===== config.mk =====
export PLATFORM = sky130hd
export DESIGN_NAME = modular_inverse_ext_euclid
export DESIGN_NICKNAME = d
export VERILOG_FILES = /design/src/rtl/mie_pkg.sv /design/src/rtl/mie_datapath.sv /design/src/rtl/mie_ctrl.sv /design/src/rtl/modular_inverse_ext_euclid.sv
export SDC_FILE = /design/constraint.sdc
export NUM_CORES = 1
export LEC_CHECK = 0
export BUFFER_PORTS_ARGS = -buffer_cell sky130_fd_sc_hd__buf_4
export CAP_MARGIN = 30
export CORE_MARGIN = 4
export CORE_UTILIZATION = 35
export CTS_BUF_LIST = sky130_fd_sc_hd__clkbuf_2 sky130_fd_sc_hd__clkbuf_4 sky130_fd_sc_hd__clkbuf_8
export CTS_CLUSTER_DIAMETER = 120
export CTS_CLUSTER_SIZE = 24
export DETAILED_ROUTE_END_ITERATION = 7
export PLACE_DENSITY = 0.5
export SKIP_LAST_GASP = 1
export SYNTH_ARGS = -nofsm -noshare
export SYNTH_HDL_FRONTEND = slang
export SYNTH_HIERARCHICAL = 1
export SYNTH_SLANG_ARGS = --single-unit
export TNS_END_PERCENT = 20

===== constraint.sdc =====
create_clock -name clock -period 10.9 [get_ports clock]
set_clock_uncertainty 0.05 [all_clocks]
set_input_delay 2.18 -clock clock [delete_from_list [all_inputs] [get_ports clock]]
set_output_delay 2.18 -clock clock [all_outputs]
set_load 0.005 [all_outputs]

===== src/rtl/mie_pkg.sv =====
// shared types and constants for the modular inverse block
// no dependencies; used by mie_ctrl, mie_datapath and the top level
package mie_pkg;

   localparam int WIDTH = 32;
   localparam int CNT_W = $clog2(WIDTH);

   typedef logic [WIDTH-1:0] word_type;
   typedef logic [CNT_W-1:0] cnt_type;

   localparam word_type MOD_RESET = word_type'(100000007);

   typedef enum logic [4:0] {
      ST_IDLE   = 5'b00001,
      ST_ALIGN  = 5'b00010,
      ST_DIV    = 5'b00100,
      ST_UPDATE = 5'b01000,
      ST_DONE   = 5'b10000
   } state_type;

   // sequencer to datapath
   typedef struct packed {
      logic load;
      logic align;
      logic div;
      logic update;
      logic finish;
   } dp_ctl_type;

   // datapath to sequencer
   typedef struct packed {
      logic small_mod;
      logic can_shift;
      logic cnt_zero;
      logic rem_zero;
   } dp_stat_type;

endpackage


===== src/rtl/mie_datapath.sv =====
// datapath of the modular inverse block: euclid remainders, bezout coefficients
// and the shared shift-subtract / modular horner unit; depends on mie_pkg
module mie_datapath (
   input  logic                clock,
   input  logic                reset,
   input  mie_pkg::dp_ctl_type ctl,
   input  mie_pkg::word_type   modulus,
   input  mie_pkg::word_type   value,
   output mie_pkg::dp_stat_type stat,
   output mie_pkg::word_type   inverse,
   output logic                no_inverse
);

   localparam int W = mie_pkg::WIDTH;

   mie_pkg::word_type rem_ff, rem_in;   // running remainder (dividend)
   mie_pkg::word_type dsr_ff, dsr_in;   // divisor as is
   mie_pkg::word_type div_ff, div_in;   // divisor shifted into place
   mie_pkg::word_type t0_ff, t0_in;
   mie_pkg::word_type t1_ff, t1_in;
   mie_pkg::word_type acc_ff, acc_in;   // quotient * t1 mod m, built msb first
   mie_pkg::cnt_type  cnt_ff, cnt_in;

   logic            qbit;
   mie_pkg::word_type div_shl;
   logic [W+1:0]    hsum, hsub1, hsub2, mod_x1, mod_x2;
   mie_pkg::word_type acc_next;
   logic [W:0]      tdiff;
   mie_pkg::word_type t2;

   // one quotient bit per cycle
   assign qbit    = (rem_ff >= div_ff);
   assign div_shl = {div_ff[W-2:0], 1'b0};

   // acc = 2*acc + qbit*t1, reduced below m (sum stays under 3m)
   assign mod_x1 = {2'b00, modulus};
   assign mod_x2 = {1'b0, modulus, 1'b0};
   assign hsum   = {1'b0, acc_ff, 1'b0} + {2'b00, (qbit ? t1_ff : '0)};
   assign hsub1  = hsum - mod_x1;
   assign hsub2  = hsum - mod_x2;

   always_comb begin
      priority if (hsum >= mod_x2) begin
         acc_next = hsub2[W-1:0];
      end else if (hsum >= mod_x1) begin
         acc_next = hsub1[W-1:0];
      end else begin
         acc_next = hsum[W-1:0];
      end
   end

   // t2 = t0 - q*t1 mod m
   assign tdiff = {1'b0, t0_ff} - {1'b0, acc_ff};
   assign t2    = tdiff[W] ? (tdiff[W-1:0] + modulus) : tdiff[W-1:0];

   assign stat.small_mod = (modulus < mie_pkg::word_type'(2));
   assign stat.can_shift = !div_ff[W-1] && (div_shl <= rem_ff);
   assign stat.cnt_zero  = (cnt_ff == '0);
   assign stat.rem_zero  = (rem_ff == '0);

   always_comb begin
      rem_in = rem_ff;
      dsr_in = dsr_ff;
      div_in = div_ff;
      t0_in  = t0_ff;
      t1_in  = t1_ff;
      acc_in = acc_ff;
      cnt_in = cnt_ff;
      priority if (ctl.load) begin
         // euclid on (value, m) with coefficients (1, 0) reduces value first
         rem_in = stat.small_mod ? '0 : value;
         dsr_in = modulus;
         div_in = modulus;
         t0_in  = mie_pkg::word_type'(1);
         t1_in  = '0;
         acc_in = '0;
         cnt_in = '0;
      end else if (ctl.align) begin
         if (stat.can_shift) begin
            div_in = div_shl;
            cnt_in = cnt_ff + mie_pkg::cnt_type'(1);
         end
      end else if (ctl.div) begin
         rem_in = qbit ? (rem_ff - div_ff) : rem_ff;
         div_in = {1'b0, div_ff[W-1:1]};
         acc_in = acc_next;
         if (!stat.cnt_zero) begin
            cnt_in = cnt_ff - mie_pkg::cnt_type'(1);
         end
      end else if (ctl.update) begin
         // (r0, r1) <- (r1, r0 mod r1), same for the coefficients
         rem_in = dsr_ff;
         dsr_in = rem_ff;
         div_in = rem_ff;
         t0_in  = t1_ff;
         t1_in  = t2;
         acc_in = '0;
         cnt_in = '0;
      end
   end

   always_ff @(posedge clock) begin
      if (reset) begin
         cnt_ff <= '0;
      end else begin
         cnt_ff <= cnt_in;
      end
      rem_ff <= rem_in;
      dsr_ff <= dsr_in;
      div_ff <= div_in;
      t0_ff  <= t0_in;
      t1_ff  <= t1_in;
      acc_ff <= acc_in;
   end

   // at the end rem holds the gcd and t0 its coefficient
   assign no_inverse = (rem_ff != mie_pkg::word_type'(1));
   assign inverse    = no_inverse ? '0 : t0_ff;

endmodule


===== src/rtl/mie_ctrl.sv =====
// sequencer of the modular inverse block: align, divide and update per euclid step
// depends on mie_pkg
module mie_ctrl (
   input  logic                 clock,
   input  logic                 reset,
   input  logic                 req_valid,
   output logic                 req_ready,
   input  logic                 out_free,
   input  mie_pkg::dp_stat_type stat,
   output mie_pkg::dp_ctl_type  ctl
);

   mie_pkg::state_type state_ff, state_in;

   assign req_ready = (state_ff == mie_pkg::ST_IDLE);

   always_comb begin
      state_in = state_ff;
      ctl      = '0;
      unique case (state_ff)
         mie_pkg::ST_IDLE: begin
            if (req_valid) begin
               ctl.load = 1'b1;
               state_in = stat.small_mod ? mie_pkg::ST_DONE : mie_pkg::ST_ALIGN;
            end
         end
         mie_pkg::ST_ALIGN: begin
            ctl.align = 1'b1;
            if (!stat.can_shift) begin
               state_in = mie_pkg::ST_DIV;
            end
         end
         mie_pkg::ST_DIV: begin
            ctl.div = 1'b1;
            if (stat.cnt_zero) begin
               state_in = mie_pkg::ST_UPDATE;
            end
         end
         mie_pkg::ST_UPDATE: begin
            ctl.update = 1'b1;
            // remainder of zero ends the euclid loop
            state_in = stat.rem_zero ? mie_pkg::ST_DONE : mie_pkg::ST_ALIGN;
         end
         mie_pkg::ST_DONE: begin
            if (out_free) begin
               ctl.finish = 1'b1;
               state_in   = mie_pkg::ST_IDLE;
            end
         end
         default: begin
            state_in = mie_pkg::ST_IDLE;
         end
      endcase
   end

   always_ff @(posedge clock) begin
      if (reset) begin
         state_ff <= mie_pkg::ST_IDLE;
      end else begin
         state_ff <= state_in;
      end
   end

endmodule


===== src/rtl/modular_inverse_ext_euclid.sv =====
// Modular inverse by the extended Euclidean algorithm. Each word on req_value is
// inverted modulo the csr_modulus register (reset 100000007) and answered on rsp_ with
// the inverse in 0 .. modulus-1; when none exists (value zero, a common factor, or a
// modulus below two) rsp_inverse is 0 and rsp_no_inverse is 1. One word is worked at a
// time on a single shift-subtract unit: per Euclid quotient the divisor is aligned,
// the quotient bits are found msb first and the coefficients are updated. A first
// step of the same kind reduces the value below the modulus; taking the word and
// handing off the result are states of their own. A modulus below two goes from
// taking the word straight to handing off the result. The result sits in an output
// register, so the next word is taken while it waits. The user is to write the
// modulus only while no word is in flight; the block itself does not enforce this.
// depends on mie_pkg, mie_ctrl and mie_datapath
module modular_inverse_ext_euclid (
   input  logic                 clock,
   input  logic                 reset,
   input  logic                 req_valid,
   output logic                 req_ready,
   input  mie_pkg::word_type    req_value,
   output logic                 rsp_valid,
   input  logic                 rsp_ready,
   output mie_pkg::word_type    rsp_inverse,
   output logic                 rsp_no_inverse,
   input  logic                 csr_valid,
   output logic                 csr_ready,
   input  mie_pkg::word_type    csr_modulus
);

   mie_pkg::word_type    modulus_ff, modulus_in;
   logic                 rsp_valid_ff, rsp_valid_in;
   mie_pkg::word_type    rsp_inverse_ff, rsp_inverse_in;
   logic                 rsp_no_inverse_ff, rsp_no_inverse_in;

   mie_pkg::dp_ctl_type  ctl;
   mie_pkg::dp_stat_type stat;
   mie_pkg::word_type    dp_inverse;
   logic                 dp_no_inverse;
   logic                 out_free;

   assign csr_ready  = 1'b1;
   assign modulus_in = (csr_valid && csr_ready) ? csr_modulus : modulus_ff;

   assign out_free = !rsp_valid_ff || rsp_ready;

   mie_ctrl u_ctrl (
      .clock     (clock),
      .reset     (reset),
      .req_valid (req_valid),
      .req_ready (req_ready),
      .out_free  (out_free),
      .stat      (stat),
      .ctl       (ctl)
   );

   mie_datapath u_datapath (
      .clock      (clock),
      .reset      (reset),
      .ctl        (ctl),
      .modulus    (modulus_ff),
      .value      (req_value),
      .stat       (stat),
      .inverse    (dp_inverse),
      .no_inverse (dp_no_inverse)
   );

   always_comb begin
      rsp_valid_in      = rsp_valid_ff;
      rsp_inverse_in    = rsp_inverse_ff;
      rsp_no_inverse_in = rsp_no_inverse_ff;
      if (rsp_valid_ff && rsp_ready) begin
         rsp_valid_in = 1'b0;
      end
      if (ctl.finish) begin
         rsp_valid_in      = 1'b1;
         rsp_inverse_in    = dp_inverse;
         rsp_no_inverse_in = dp_no_inverse;
      end
   end

   always_ff @(posedge clock) begin
      if (reset) begin
         modulus_ff   <= mie_pkg::MOD_RESET;
         rsp_valid_ff <= 1'b0;
      end else begin
         modulus_ff   <= modulus_in;
         rsp_valid_ff <= rsp_valid_in;
      end
      rsp_inverse_ff    <= rsp_inverse_in;
      rsp_no_inverse_ff <= rsp_no_inverse_in;
   end

   assign rsp_valid      = rsp_valid_ff;
   assign rsp_inverse    = rsp_inverse_ff;
   assign rsp_no_inverse = rsp_no_inverse_ff;

   // a taken word keeps the block busy for the next cycle at least
   a_busy_after_accept: assert property (@(posedge clock) disable iff (reset)
      req_valid && req_ready |=> !req_ready)
      else $error("req_ready high right after a word was taken");

   // the flag and the inverse value agree
   a_flag_zero: assert property (@(posedge clock) disable iff (reset)
      rsp_valid && rsp_no_inverse |-> rsp_inverse == '0)
      else $error("nonzero inverse with no_inverse set");

   a_inverse_nonzero: assert property (@(posedge clock) disable iff (reset)
      rsp_valid && !rsp_no_inverse |-> rsp_inverse != '0)
      else $error("zero inverse reported as valid");

endmodule

# Word level (Yosys, flattened, before mapping)
# Cells that the tools add are included.
# W data, S select, Z words.
[op_classes]
n_addsub = 8
magnitude_cmp = 5
n_eq_ne = 16
mux = 41
n_bitwise = 2
reduce_logical = 21
[op_table]
columns = ["cell", "count"]
rows = [
  ["$mux W32", 20],
  ["$sub A32 B32 Y32", 3],
  ["$mux W5", 11],
  ["$add A33 B32 Y34", 1],
  ["$ge A34 B32 Y1", 1],
  ["$ge A34 B33 Y1", 1],
  ["$sub A32 B32 Y33", 1],
  ["$add A32 B32 Y32", 1],
  ["$ge A32 B32 Y1", 1],
  ["$le A32 B32 Y1", 1],
  ["$logic_not A32 Y1", 1],
  ["$lt A32 B2 Y1 const B", 1],
  ["$ne A32 B1 Y1 const B", 1],
  ["$pmux W5 S5", 1],
  ["$reduce_and A3 Y1", 4],
  ["$mux W1", 9],
  ["$ne A2 B2 Y1 const B", 4],
  ["$ne A2 B1 Y1 const B", 3],
  ["$ne A3 B1 Y1 const B", 2],
  ["$reduce_bool A2 Y1", 3],
  ["$reduce_bool A3 Y1", 2],
  ["$add A5 B1 Y5 const B", 1],
  ["$eq A5 B1 Y1 const B", 1],
  ["$eq A5 B2 Y1 const B", 1],
  ["14 further kinds", 18],
]
[totals]
register_bits = 268
in_bits = 69
output_inout_bits = 36
word_cells = 105

# Logic depth before layout (Yosys ltp)
# Gate-level depths: netlist of the first run.
[logic_depth]
depth_word = 7
depth_mapped = 38
mapped_depth_nobuf = 35

# Hierarchy
# The synthesis of the first run kept the hierarchy.
[by_module_without_submodules]
columns = ["module", "n_inst", "cells_each", "area_each_um2", "seq_area_each_um2"]
rows = [
  ["mie_datapath", 1, 2529, 19951.6, 4904.7],
  ["modular_inverse_ext_euclid", 1, 144, 2218.4, 1651.6],
  ["mie_ctrl", 1, 46, 360.3, 100.1],
]

# Worst setup path after synthesis of the first run
# OpenSTA, ideal clock, no wires.
[synth_path]
path_kind = "register to register"
startpoint = "register u_datapath.rem_ff[19]"
endpoint = "register u_datapath.acc_ff[2]"
setup_ps = 133
t_arrival_ps = 7236
required_time_ps = 10717
path_slack_ps = 3481
path_stages_with_launch = 37
path_buffers = 3
period_less_slack_ps = 7419
path_cell_list = "edfxtp_1 -> ha_1 -> clkbuf_1 -> a21o_1 -> a21o_1 -> a211oi_1 -> o2111ai_1 -> nor3_1 -> or2_2 -> clkbuf_1 -> nor2b_1 -> ha_1 -> fa_1 -> a21o_1 -> a21oi_2 -> o21bai_2 -> a2111oi_4 -> nor3b_1 -> o21ai_0 -> a2111oi_0 -> o21a_1 -> nor2_1 -> xnor2_1 -> ha_1 -> nand3_1 -> or4_1 -> a21oi_1 -> a211oi_1 -> o211ai_1 -> a21o_1 -> a21oi_1 -> a21oi_1 -> nor4b_4 -> buf_4 -> nor3_1 -> a21oi_1 -> o221ai_1"
[synth_via]
elab_chain_cells = 7
elab_cells_between_ends = 10
cone_classes = "3 x add/sub; 3 x order compare; 4 x mux"
[synth_lines]
columns = ["element", "line", "rtl"]
rows = [
  ["start: declaration", "mie_datapath.sv:16", "mie_pkg::word_type rem_ff, rem_in;"],
  ["start signal: assignment", "mie_datapath.sv:108", "rem_ff <= rem_in;"],
  ["$ge A32 B32 Y1 (*)", "mie_datapath.sv:32", "assign qbit = (rem_ff >= div_ff);"],
  ["$mux W32 (*)", "mie_datapath.sv:38", "assign hsum = {1'b0, acc_ff, 1'b0} + {2'b00, (qbit ? t1_ff : '0)};"],
  ["$add A33 B32 Y34 (*)", "mie_datapath.sv:38", ""],
  ["$sub A32 B32 Y32 or $ge A34 B32 Y1 (tied branches)", "mie_datapath.sv:39, mie_datapath.sv:45", ""],
  ["$mux W32", "mie_datapath.sv:45", "end else if (hsum >= mod_x1) begin"],
  ["$mux W32 (*)", "mie_datapath.sv:43", "priority if (hsum >= mod_x2) begin"],
  ["$mux W32 (*)", "mie_datapath.sv:83", "end else if (ctl.div) begin"],
  ["end signal: assignment", "mie_datapath.sv:113", "acc_ff <= acc_in;"],
  ["end: declaration", "mie_datapath.sv:21", "mie_pkg::word_type acc_ff, acc_in;"],
]
# Every way passes the cells marked *; elsewhere a longest branch is shown, timed or not.
# A chain may end at the register's enable or synchronous reset.

# Worst setup path in the final report of the first run
[layout_path]
startpoint = "register u_datapath.rem_ff[19]"
endpoint = "register u_datapath.acc_ff[24]"
# The elaborated chain is that of the path after synthesis.

==> summary.md, run 1 <==
| Metric | Value |
|---|---|
| DRC viols | 0 |
| Critical path's largest stage delay | 0.70 ns |
| Synth unique cells | 98 |
| Arrival @ worst endpoint | slightly above 10 ns |
| Post-placement setup slack | around 1.3 ns |
| Relative slew slack | 0.2407 |
| Worst-Margin Slew | 1.125 ns |
| Hold_buf cts | 0 |
| Core Rows | 92 |
| Top_reg_cell synth | dfxtp_1 |
| Crit-path leading delay family | compound AO/OA/AOI/OAI gates |
| Initial antenna violation count | 3 |
| Starting density of the core | 0.3552 |
| Gr ovfl total | 0 |
| Vias per inst | 5.598 |
| Share of layout cells above drive strength 1 | 0.07628 |
| Setup_tns | 0 ns |
| Synth-to-Final Area Change | 8.447% |
| Die height | between 200 and 300 um |
| Ys Warns | 6 |
| CTS tree | yes |
| Vias | about 20000 |
| Pwr/cell area | 170.5 mW/mm2 |
| Post-DRT Antenna Nets | 0 |
| Setup CP Type | reg2reg |
| Vias in the first global route | 19240 |
| Setup crit end | u_datapath/acc_ff[24] |
| DIE AREA | between 0.06 and 0.07 mm2 |
| Synthesis-stage register bit count | 268 |
| Register area share after synthesis | 0.2954 |
| Crit path depth | 33 |
| IO Port Bufs | 103 |
| RR Endpoint | u_datapath/acc_ff[24] |
| Final Hold Viols | 0 |
| Critical R2R Launch | u_datapath/rem_ff[19] |
| LEAKAGE | just over 10 nW |
| Final nets | 3055 |
| Fill cell count | roughly 6500 |
| CP most frequent cell | a21o_1 |
| CTS root buffer | clkbuf_8 |
| Commonest non-fill, non-tap cell in the layout | a21oi_1 |
| Post-Syn Area | 0.02253 mm2 |
| Clk sinks | 268 |
| Finish-stage setup viols | 0 |
| Final WL | 77070 um |
| Crit path buffers/inverters | 0 |
| Placed cells | 3583 |
| Reg2reg path depth | 33 |
| Num ports | between 100 and 150 |
| Max Cap Viol | 0 |
| DP HPWL | 59670 um |
| GR Util All Layers | 0.2187 |
| Placer congestion estimate | 0.9717 |
| Status | finished, final reports clean |
| TritonCTS Buffers | 16 |
| Post-cts sizing count | 0 |
| Critical Path RT | between 10 and 15 ns |
| Final period util | 0.9071 |
| Max-slew violations | 0 |
| Synth Area per Inst | 8.286 um2 |
| Worst-path clk slew | ~0.16 ns |
| Area leader, netlist | edfxtp_1 |
| Slowest-stage cell, CP | or3_1 |
| Synth Instances | 2719 |
| Most frequent cells in the layout | a21oi_1 (271), nand2_1 (258), ha_1 (224), inv_1 (190), nor2_1 (177) |
| Fmax | roughly 0.10 GHz |
| Synth area leaders | edfxtp_1 (17%), ha_1 (12%), dfxtp_1 (12%) |
| Hold Crit Class | reg2reg |
| Post-synth ARST share | 0 |
| DR pass1 iterations | 6 |
| Worst reg2reg setup slack | 1.01 ns |
| Fin crit period | 9.887 ns |
| EDFF count, synth | around 130 |
| DRT iter0 DRCs | ~1800 |
| Post-route non-filler standard cell count | ~3600 |
| Wire length per cell | between 20 and 25 um |
| Crit end category | flip-flop |
| Synth top area share | 0.1719 |
| H-Tree Depth | 1 |
| Worst setup SP type | flip-flop |
| Post-CTS Setup Bufs | 0 |
| Clk buf depth | 3 |
| Synthesized Nets | 3018 |
| Total core area | 0.06343 mm2 |
| Maximum vdd drop | 0.1093 mV |
| Final worst setup slack | approximately 1.0 ns |
| First-pass GRT wire length | 116700 um |
| Die W | 261.7 um |
| Clock Latency Late Sink | approximately 0.62 ns |
| Pin count of the biggest net entering global routing | 94 |
| RSZ-0062 raised after global routing | false |
| Top fanout value on the critical path | 32 |
| Beginning of the critical path | u_datapath/rem_ff[19] |
-- flip-flops by register name, indices dropped and copies added, names as in the netlist --
signal             flops
rsp_inverse           32
rsp_no_inverse         1
u_datapath/div_ff     32
u_datapath/cnt_ff      5
u_datapath/t0_ff      32
modulus_ff            32
rsp_valid              1
u_datapath/t1_ff      32
u_datapath/rem_ff     32
u_ctrl/state_ff        5
u_datapath/dsr_ff     32
u_datapath/acc_ff     32
-- per-stage QoR --
step                hold slack (ns)  utilization  instance area, um2  power, W
floorplan                    0.3854            -               22530  0.002990
global placement             0.3978       0.3795               24070  0.003590
detailed placement           0.4100       0.3795               24070  0.003600
CTS                          0.4396       0.3849               24410  0.004177
global route                 0.4663       0.3852               24430  0.004486
finish                       0.4389       0.3852               24430  0.004165
-- final cells by class --
class	instances	area [um2]	area share
Tap cell	846	1059	0.04332
Timing Repair Buffer	125	950.9	0.03892
Multi-Input combinational cell	2153	14700	0.6017
Inverter	192	720.7	0.02950
Clock inverter	4	56.30	0.002304
Antenna cell	1	2.502	0.0001024
Sequential cell	268	6656	0.2724
Clock buffer	24	286.5	0.01173
-- kinds of logic after synthesis --
logic type / after synthesis / synth area share
fa+ha+maj: 230 / 0.1297
flops: 268 / 0.2954
xor+xnor: 148 / 0.05753
mux: 79 / 0.03510
compound gates: 858 / 0.2456
buf+inv: 298 / 0.05342
other cells: 1 / 0.0001664
simple gates: 837 / 0.1830
-- worst register-to-register path, delay by kind of cell (launching register included) --
family	cells	cell delay, ns
simple gates	10	3.62
xor+xnor	1	0.39
compound gates	18	3.81
fa+ha+maj	4	1.46
flops	1	0.50
-- where the power goes --
part | switching, W | internal, W
registers | 0.000209 | 0.00135
logic | 0.00127 | 0.000786
clock network | 0.000372 | 0.000181
total | 0.00185 | 0.00232
-- how the worst min path moves through the flow --
stage                                    start              endpoint  slack [ns]  cells past startpoint
after floorplan            u_datapath/t1_ff[0]   u_datapath/t0_ff[0]        0.39                      1
after global placement     u_datapath/t1_ff[0]   u_datapath/t0_ff[0]        0.40                      1
after detailed placement   u_datapath/t1_ff[0]   u_datapath/t0_ff[0]        0.41                      1
after CTS                  u_datapath/t1_ff[8]   u_datapath/t0_ff[8]        0.44                      2
after global routing      u_datapath/t0_ff[17]  u_datapath/t0_ff[17]        0.47                      2
final                      u_datapath/t1_ff[8]   u_datapath/t0_ff[8]        0.44                      2
-- synthesized netlist by cell type, drive strengths merged, types with 24 or more instances --
cell type    n
nor2b       80
a22oi       27
nand3       35
nor2       178
nor4        24
a21o       105
edfxtp     129
xnor2       99
a21oi      275
nor3        76
clkbuf      76
o211ai      35
nand2b      35
and2        39
a211oi      51
buf         30
o21ai      174
o21a        28
xor2        49
inv        192
nand4       29
ha         224
mux2i       79
nand2      259
dfxtp      139
-- per-layer routing --
| layer | part of all wire | up-vias | GRT usage |
|---|---|---|---|
| met5 | 0 | - | 0.0007123 |
| met3 | 0.063 | 89 | 0.02534 |
| met1 | 0.49 | 9558 | 0.3345 |
| li1 | - | 9932 | - |
| met4 | 0.029 | 0 | 0.05977 |
| met2 | 0.41 | 648 | 0.3237 |
Power figures use the tool's default switching activity.
==> run 2: changes to the inputs <==
Settings changed: ABC_AREA set to 1.
==> summary.md, run 2 <==
| Metric | Value |
|---|---|
| Num ports | 105 |
| Clk sinks | 268 |
| LEAKAGE | 13.00 nW |
| DR pass1 iterations | 6 |
| Met2 Use GR | 0.4539 |
| Arrival @ worst endpoint | between 7 and 8 ns |
| Status | finished, final reports clean |
| Fmax | 0.1468 GHz |
| Starting density of the core | 0.3559 |
| Worst-Margin Slew | 0.9689 ns |
| Most common cell in the netlist | nand2_1 |
| Top fanout value on the critical path | 58 |
| Register area share after synthesis | 0.2708 |
| Pin count of the biggest net entering global routing | 59 |
| TritonCTS Buffers | 15 |
| Synth unique cells | 60 |
| Vias in the first global route | 24140 |
| CP most frequent cell | nand2_1 |
| GR Util All Layers | 0.2671 |
| Fin Hold WS | 0.4131 ns |
| Share of layout cells above drive strength 1 | 0.06681 |
| CTS root buffer | clkbuf_8 |
| Critical Path RT | 11.42 ns |
| Synth top cells by count | nand2_1 (906), inv_1 (518), nor2_1 (400), a21oi_1 (268), o21ai_0 (254) |
| Worst setup SP type | flip-flop |
| Post-Syn Area | 0.02458 mm2 |
| Relative slew slack | 0.3534 |
| Post-synth ARST share | 0 |
| Grt met3 use | 0.03433 |
| EDFF count, synth | 129 |
| Vias per inst | 5.317 |
| Hold_buf cts | 0 |
| CTS tree | yes |
| Final core occ | 0.3874 |
| Setup CP Type | reg2reg |
| Max-slew violations | 0 |
| Commonest non-fill, non-tap cell in the layout | nand2_1 |
| Setup_tns | 0 ns |
| Die height | 273.0 um |
| DRC viols | 0 |
| Synth-to-Final Area Change | 8.857% |
| NetSw | 0.002368 W |
| Synth Area per Inst | 6.615 um2 |
| Pwr/cell area | 176.5 mW/mm2 |
| Total Power | 0.004724 W |
| RSZ-0062 raised after global routing | false |
| Hold Crit Class | reg2reg |
| Gr ovfl total | 0 |
| Net Sw Frac | 0.5013 |
| DP HPWL | just over 80000 um |
| Clock Latency Late Sink | 0.63 ns |
| Max Cap Viol | 0 |
| Worst-path clk slew | roughly 0.15 ns |
| Placed Instance Area | roughly 0.026 mm2 |
| Most frequent cells in the layout | nand2_1 (906), inv_1 (517), nor2_1 (396), a21oi_1 (268), o21ai_0 (254) |
| Int Pwr | 0.002356 W |
| H-Tree Depth | 1 |
| Final nets | 4092 |
| Synthesis-stage register bit count | 268 |
| Final Hold Viols | 0 |
| Maximum vdd drop | just over 0.09 mV |
| Total core area | 0.06907 mm2 |
| Synth area leaders | edfxtp_1 (16%), nand2_1 (14%), ha_1 (11%) |
| Post-DRT Antenna Nets | 0 |
| Initial antenna violation count | 2 |
| Clk pwr share | 0.110 |
| First-pass GRT wire length | 151400 um |
| Finish-stage setup viols | 0 |
| Final WL | 103300 um |
| Top_reg_cell synth | dfxtp_1 |
| M1 GR Usage | 0.3541 |
| Synth Instances | roughly 3700 |
| Synth top area share | 0.1576 |
| DIE AREA | roughly 0.075 mm2 |
| Vias | 25180 |
| Post-CTS Setup Bufs | 0 |
| Crit end category | flip-flop |
| IO Port Bufs | 103 |
| Fin crit period | 6.812 ns |
| Wire length per cell | around 22 um |
| Design area | 0.02676 mm2 |
| Placer congestion estimate | a little under 1 |
| Clk buf depth | 3 |
| Slowest-stage cell, CP | nand3_4 |
| Core Rows | 96 |
| Sequential power share | 0.316 |
| Area leader, netlist | edfxtp_1 |
| Ys Warns | 6 |
| Synthesized Nets | 4015 |
| Final period util | 0.6249 |
| Post-cts sizing count | 0 |
| Die W | 273.0 um |
| DRT iter0 DRCs | 2267 |
| Peak-usage layer in the global routing report | met2 |
| Comb power frac | 0.574 |
| Critical path's largest stage delay | ~0.54 ns |
-- run 2: cell types whose count changed in the layout (fill, tap and decap cells not counted), moves of 43 or more --
cell / delta
nand2_1: +648
mux2i_1: -79
nand3_1: +159
a21o_1: -88
nor2_1: +219
inv_1: +327
xnor2_1: -50
o22ai_1: +50
nor2b_1: -78
a211oi_1: -43
o21ai_0: +98
-- run 2: final cells by class --
cell class | count | area (um2)
Inverter | 536 | 2016
Clock buffer | 21 | 257.7
Timing Repair Buffer | 146 | 1109
Multi-Input combinational cell | 2826 | 15520
Sequential cell | 268 | 6656
Fill cell | 7597 | 42310
Antenna cell | 3 | 7.507
Clock inverter | 5 | 30.03
Tap cell | 931 | 1165
-- run 2: metrics by stage --
| step | setup WS [ns] | std cells |
|---|---|---|
| 2_1_floorplan | 5.723 | 3716 |
| 3_5_place_dp | 4.270 | 4707 |
| 4_1_cts | 4.226 | 4733 |
| 6_report | 4.088 | 4736 |
| 5_1_grt | 3.527 | 4735 |
| 3_3_place_gp | 4.258 | 4706 |
-- run 2: logic make-up (layout without fill, tap and decap cells) --
| family | count (synthesis) | in the layout | share of synthesized area |
|---|---|---|---|
| adder cells (fa/ha/maj) | 230 | 230 | 0.1189 |
| XOR/XNOR | 125 | 125 | 0.04454 |
| AO/OA/AOI/OAI | 763 | 763 | 0.1737 |
| flip-flops | 268 | 268 | 0.2708 |
| other | 1 | 4 | 0.0001526 |
| AND/OR/NAND/NOR | 1707 | 1707 | 0.2932 |
| buffers and inverters | 622 | 708 | 0.09875 |
-- run 2: power groups by stage --
stage          Combinational (W)  Clock, W  Sequential [W]
3_3_place_gp             0.00268         0         0.00151
2_1_floorplan            0.00185         0         0.00147
5_1_grt                  0.00300  0.000573         0.00151
3_5_place_dp             0.00265         0         0.00151
6_report                 0.00271  0.000520         0.00149
4_1_cts                  0.00267  0.000547         0.00149
-- run 2: worst max-delay path: cells and delay by family, from the launching register on --
family / cells / cell delay [ns]
flip-flops: 1 / 0.45
XOR/XNOR: 1 / 0.34
AO/OA/AOI/OAI: 3 / 0.65
adder cells (fa/ha/maj): 5 / 1.51
buffers and inverters: 4 / 0.58
AND/OR/NAND/NOR: 26 / 3.13
-- run 2: path summary, 6_finish.rpt --
path / start / cells past startpoint / to / slack (ns)
max: u_datapath/rem_ff[0] / 39 / u_datapath/acc_ff[26] / 4.09
min: u_datapath/t1_ff[27] / 2 / u_datapath/t1_ff[27] / 0.41
max reg2reg: u_datapath/rem_ff[0] / 39 / u_datapath/acc_ff[26] / 4.09
min reg2reg: u_datapath/t1_ff[27] / 2 / u_datapath/t1_ff[27] / 0.41
-- run 2: routing by layer --
layer,wire (um),vias up
met5,0,-
li1,-,12500
met2,47990,679
met3,5528,126
met4,3760,0
met1,45990,11870
==> run 3: changes to the inputs <==
Clock period 10.9 ns to 6.65 ns, I/O delays scaled along.
==> summary.md, run 3 (same netlist as run 2, synthesis figures left out) <==
| Metric | Value |
|---|---|
| DRT iter0 DRCs | 2283 |
| Reg2reg path depth | 38 |
| Post-DRT Antenna Nets | 0 |
| Setup CP Type | reg2reg |
| Hold path start | u_datapath/t1_ff[31] |
| Most frequent cells in the layout | nand2_1 (905), inv_1 (518), nor2_1 (394), a21oi_1 (263), o21ai_0 (253) |
| Critical R2R Launch | u_datapath/div_ff[0] |
| Worst setup SP type | flip-flop |
| Hold Crit Class | reg2reg |
| Final core occ | 0.3897 |
| Final WL | 102400 um |
| Final Hold Viols | 0 |
| Share of layout cells above drive strength 1 | 0.07139 |
| Fin crit period | 6.271 ns |
| Maximum vdd drop | 0.1721 mV |
| Die W | 273.0 um |
| Placer congestion estimate | about 0.99 |
| Synth-to-Final Area Change | 9.504% |
| Gr ovfl total | 0 |
| DR pass1 iterations | 6 |
| Status | finished, final reports clean |
| IO Port Bufs | 103 |
| Vias | around 25000 |
| CTS root buffer | clkbuf_8 |
| LEAKAGE | between 10 and 15 nW |
| Crit end category | flip-flop |
| Post-placement setup slack | 0.3372 ns |
| Pin count of the biggest net entering global routing | 55 |
| Initial antenna violation count | 4 |
| Hold EP | u_datapath/t1_ff[31] |
| Max-slew violations | 0 |
| Total core area | 0.06907 mm2 |
| Slowest-stage cell, CP | edfxtp_1 |
| Final worst setup slack | 0.3787 ns |
| GR Util All Layers | 0.2655 |
| Fill cell count | 7618 |
| Max Cap Viol | 0 |
| Num ports | ~110 |
| Fmax | 0.1595 GHz |
| Die height | 273.0 um |
| Worst-Margin Slew | around 0.98 ns |
| RR Endpoint | u_datapath/acc_ff[2] |
| Worst-path clk slew | 0.16 ns |
| First-pass GRT wire length | 150700 um |
| Worst reg2reg setup slack | 0.38 ns |
| Starting density of the core | 0.3559 |
| Register area | 0.006656 mm2 |
| Relative slew slack | 0.3475 |
| Wire length per cell | approximately 22 um |
| Top fanout value on the critical path | 31 |
| Vias per inst | 5.285 |
| Finish-stage setup viols | 0 |
| Clk buf depth | 3 |
| Commonest non-fill, non-tap cell in the layout | nand2_1 |
| Vias in the first global route | 24040 |
| Arrival @ worst endpoint | 6.79 ns |
| Final period util | 0.9430 |
| Post-route non-filler standard cell count | 4744 |
| CTS tree | yes |
| Critical Path RT | 7.17 ns |
| Clock Latency Late Sink | 0.63 ns |
| Area of the multi-input gates | between 0.015 and 0.02 mm2 |
| Final nets | 4100 |
| H-Tree Depth | 1 |
| Core Rows | 96 |
| Pwr/cell area | between 200 and 300 mW/mm2 |
| Total Power | 0.007768 W |
| Hold Path Depth | 2 |
| Clk sinks | 268 |
| Setup_tns | 0 ns |
| DRC viols | 0 |
| CP most frequent cell | nand2_1 |
| DIE AREA | 0.07453 mm2 |
| DP HPWL | 82160 um |
| Placed cells | 4709 |
| TritonCTS Buffers | 15 |
| Critical path's largest stage delay | 0.46 ns |
## run 3: changes by cell type in the layout (fill, tap and decap cells not counted), sizes merged
cell,before,now
buf,146,154
clkbuf,21,20
inv,529,530
## run 3: where the power goes
part | total [W] | leakage, nW | internal [W] | switching (W)
Sequential | 0.00245 | 2.30 | 0.00222 | 0.000223
Combinational | 0.00447 | 10.6 | 0.00141 | 0.00306
Clock | 0.000848 | 0.153 | 0.000249 | 0.000599
## run 3: worst max-delay path: cells and delay by family (launching register included)
family / cells / cell delay, ns
AOI/OAI and AO/OA: 2 / 0.42
xor gates and xnor gates: 1 / 0.28
adders and majority gates: 4 / 1.31
buffers and inverters: 4 / 0.50
DFF: 1 / 0.46
and+or+nand+nor: 27 / 3.13
## run 3: how the worst max path moves through the flow
stage | start | end | slack (ns)
floorplan | u_datapath/rem_ff[0] | u_datapath/acc_ff[12] | 1.47
global placement | u_datapath/rem_ff[0] | u_datapath/acc_ff[9] | 0.35
detailed placement | u_datapath/rem_ff[0] | u_datapath/acc_ff[3] | 0.34
CTS | u_datapath/rem_ff[0] | u_datapath/acc_ff[24] | 0.29
global route | u_datapath/div_ff[0] | u_datapath/acc_ff[2] | -0.006
finish | u_datapath/div_ff[0] | u_datapath/acc_ff[2] | 0.38
## run 3: what timing repair did
action	in CTS	in global routing
hold buffers	0	0
buffers inserted	0	6
setup endpoints to repair	0	32
gates resized for setup	0	16
## run 3: area by class of cell
class / instances / share of cell area
Sequential cell: 268 / 0.2473
Clock inverter: 6 / 0.001488
Multi-Input combinational cell: 2826 / 0.5784
Inverter: 536 / 0.07507
Tap cell: 931 / 0.04328
Clock buffer: 20 / 0.009065
Timing Repair Buffer: 154 / 0.04514
Antenna cell: 3 / 0.0002789
## run 3: per-stage QoR
stage	instance area, um2	hold WS, ns
2_1_floorplan	24580	0.3761
6_report	26920	0.4138
4_1_cts	26800	0.4159
3_5_place_dp	26520	0.3907
5_1_grt	26910	0.4295
3_3_place_gp	26460	0.3858
## run 3: per-layer routing
metal,GRT usage,share of wire
met5,0,0
met4,0.09694,0.042
met3,0.04741,0.069
met1,0.3408,0.43
met2,0.4473,0.46
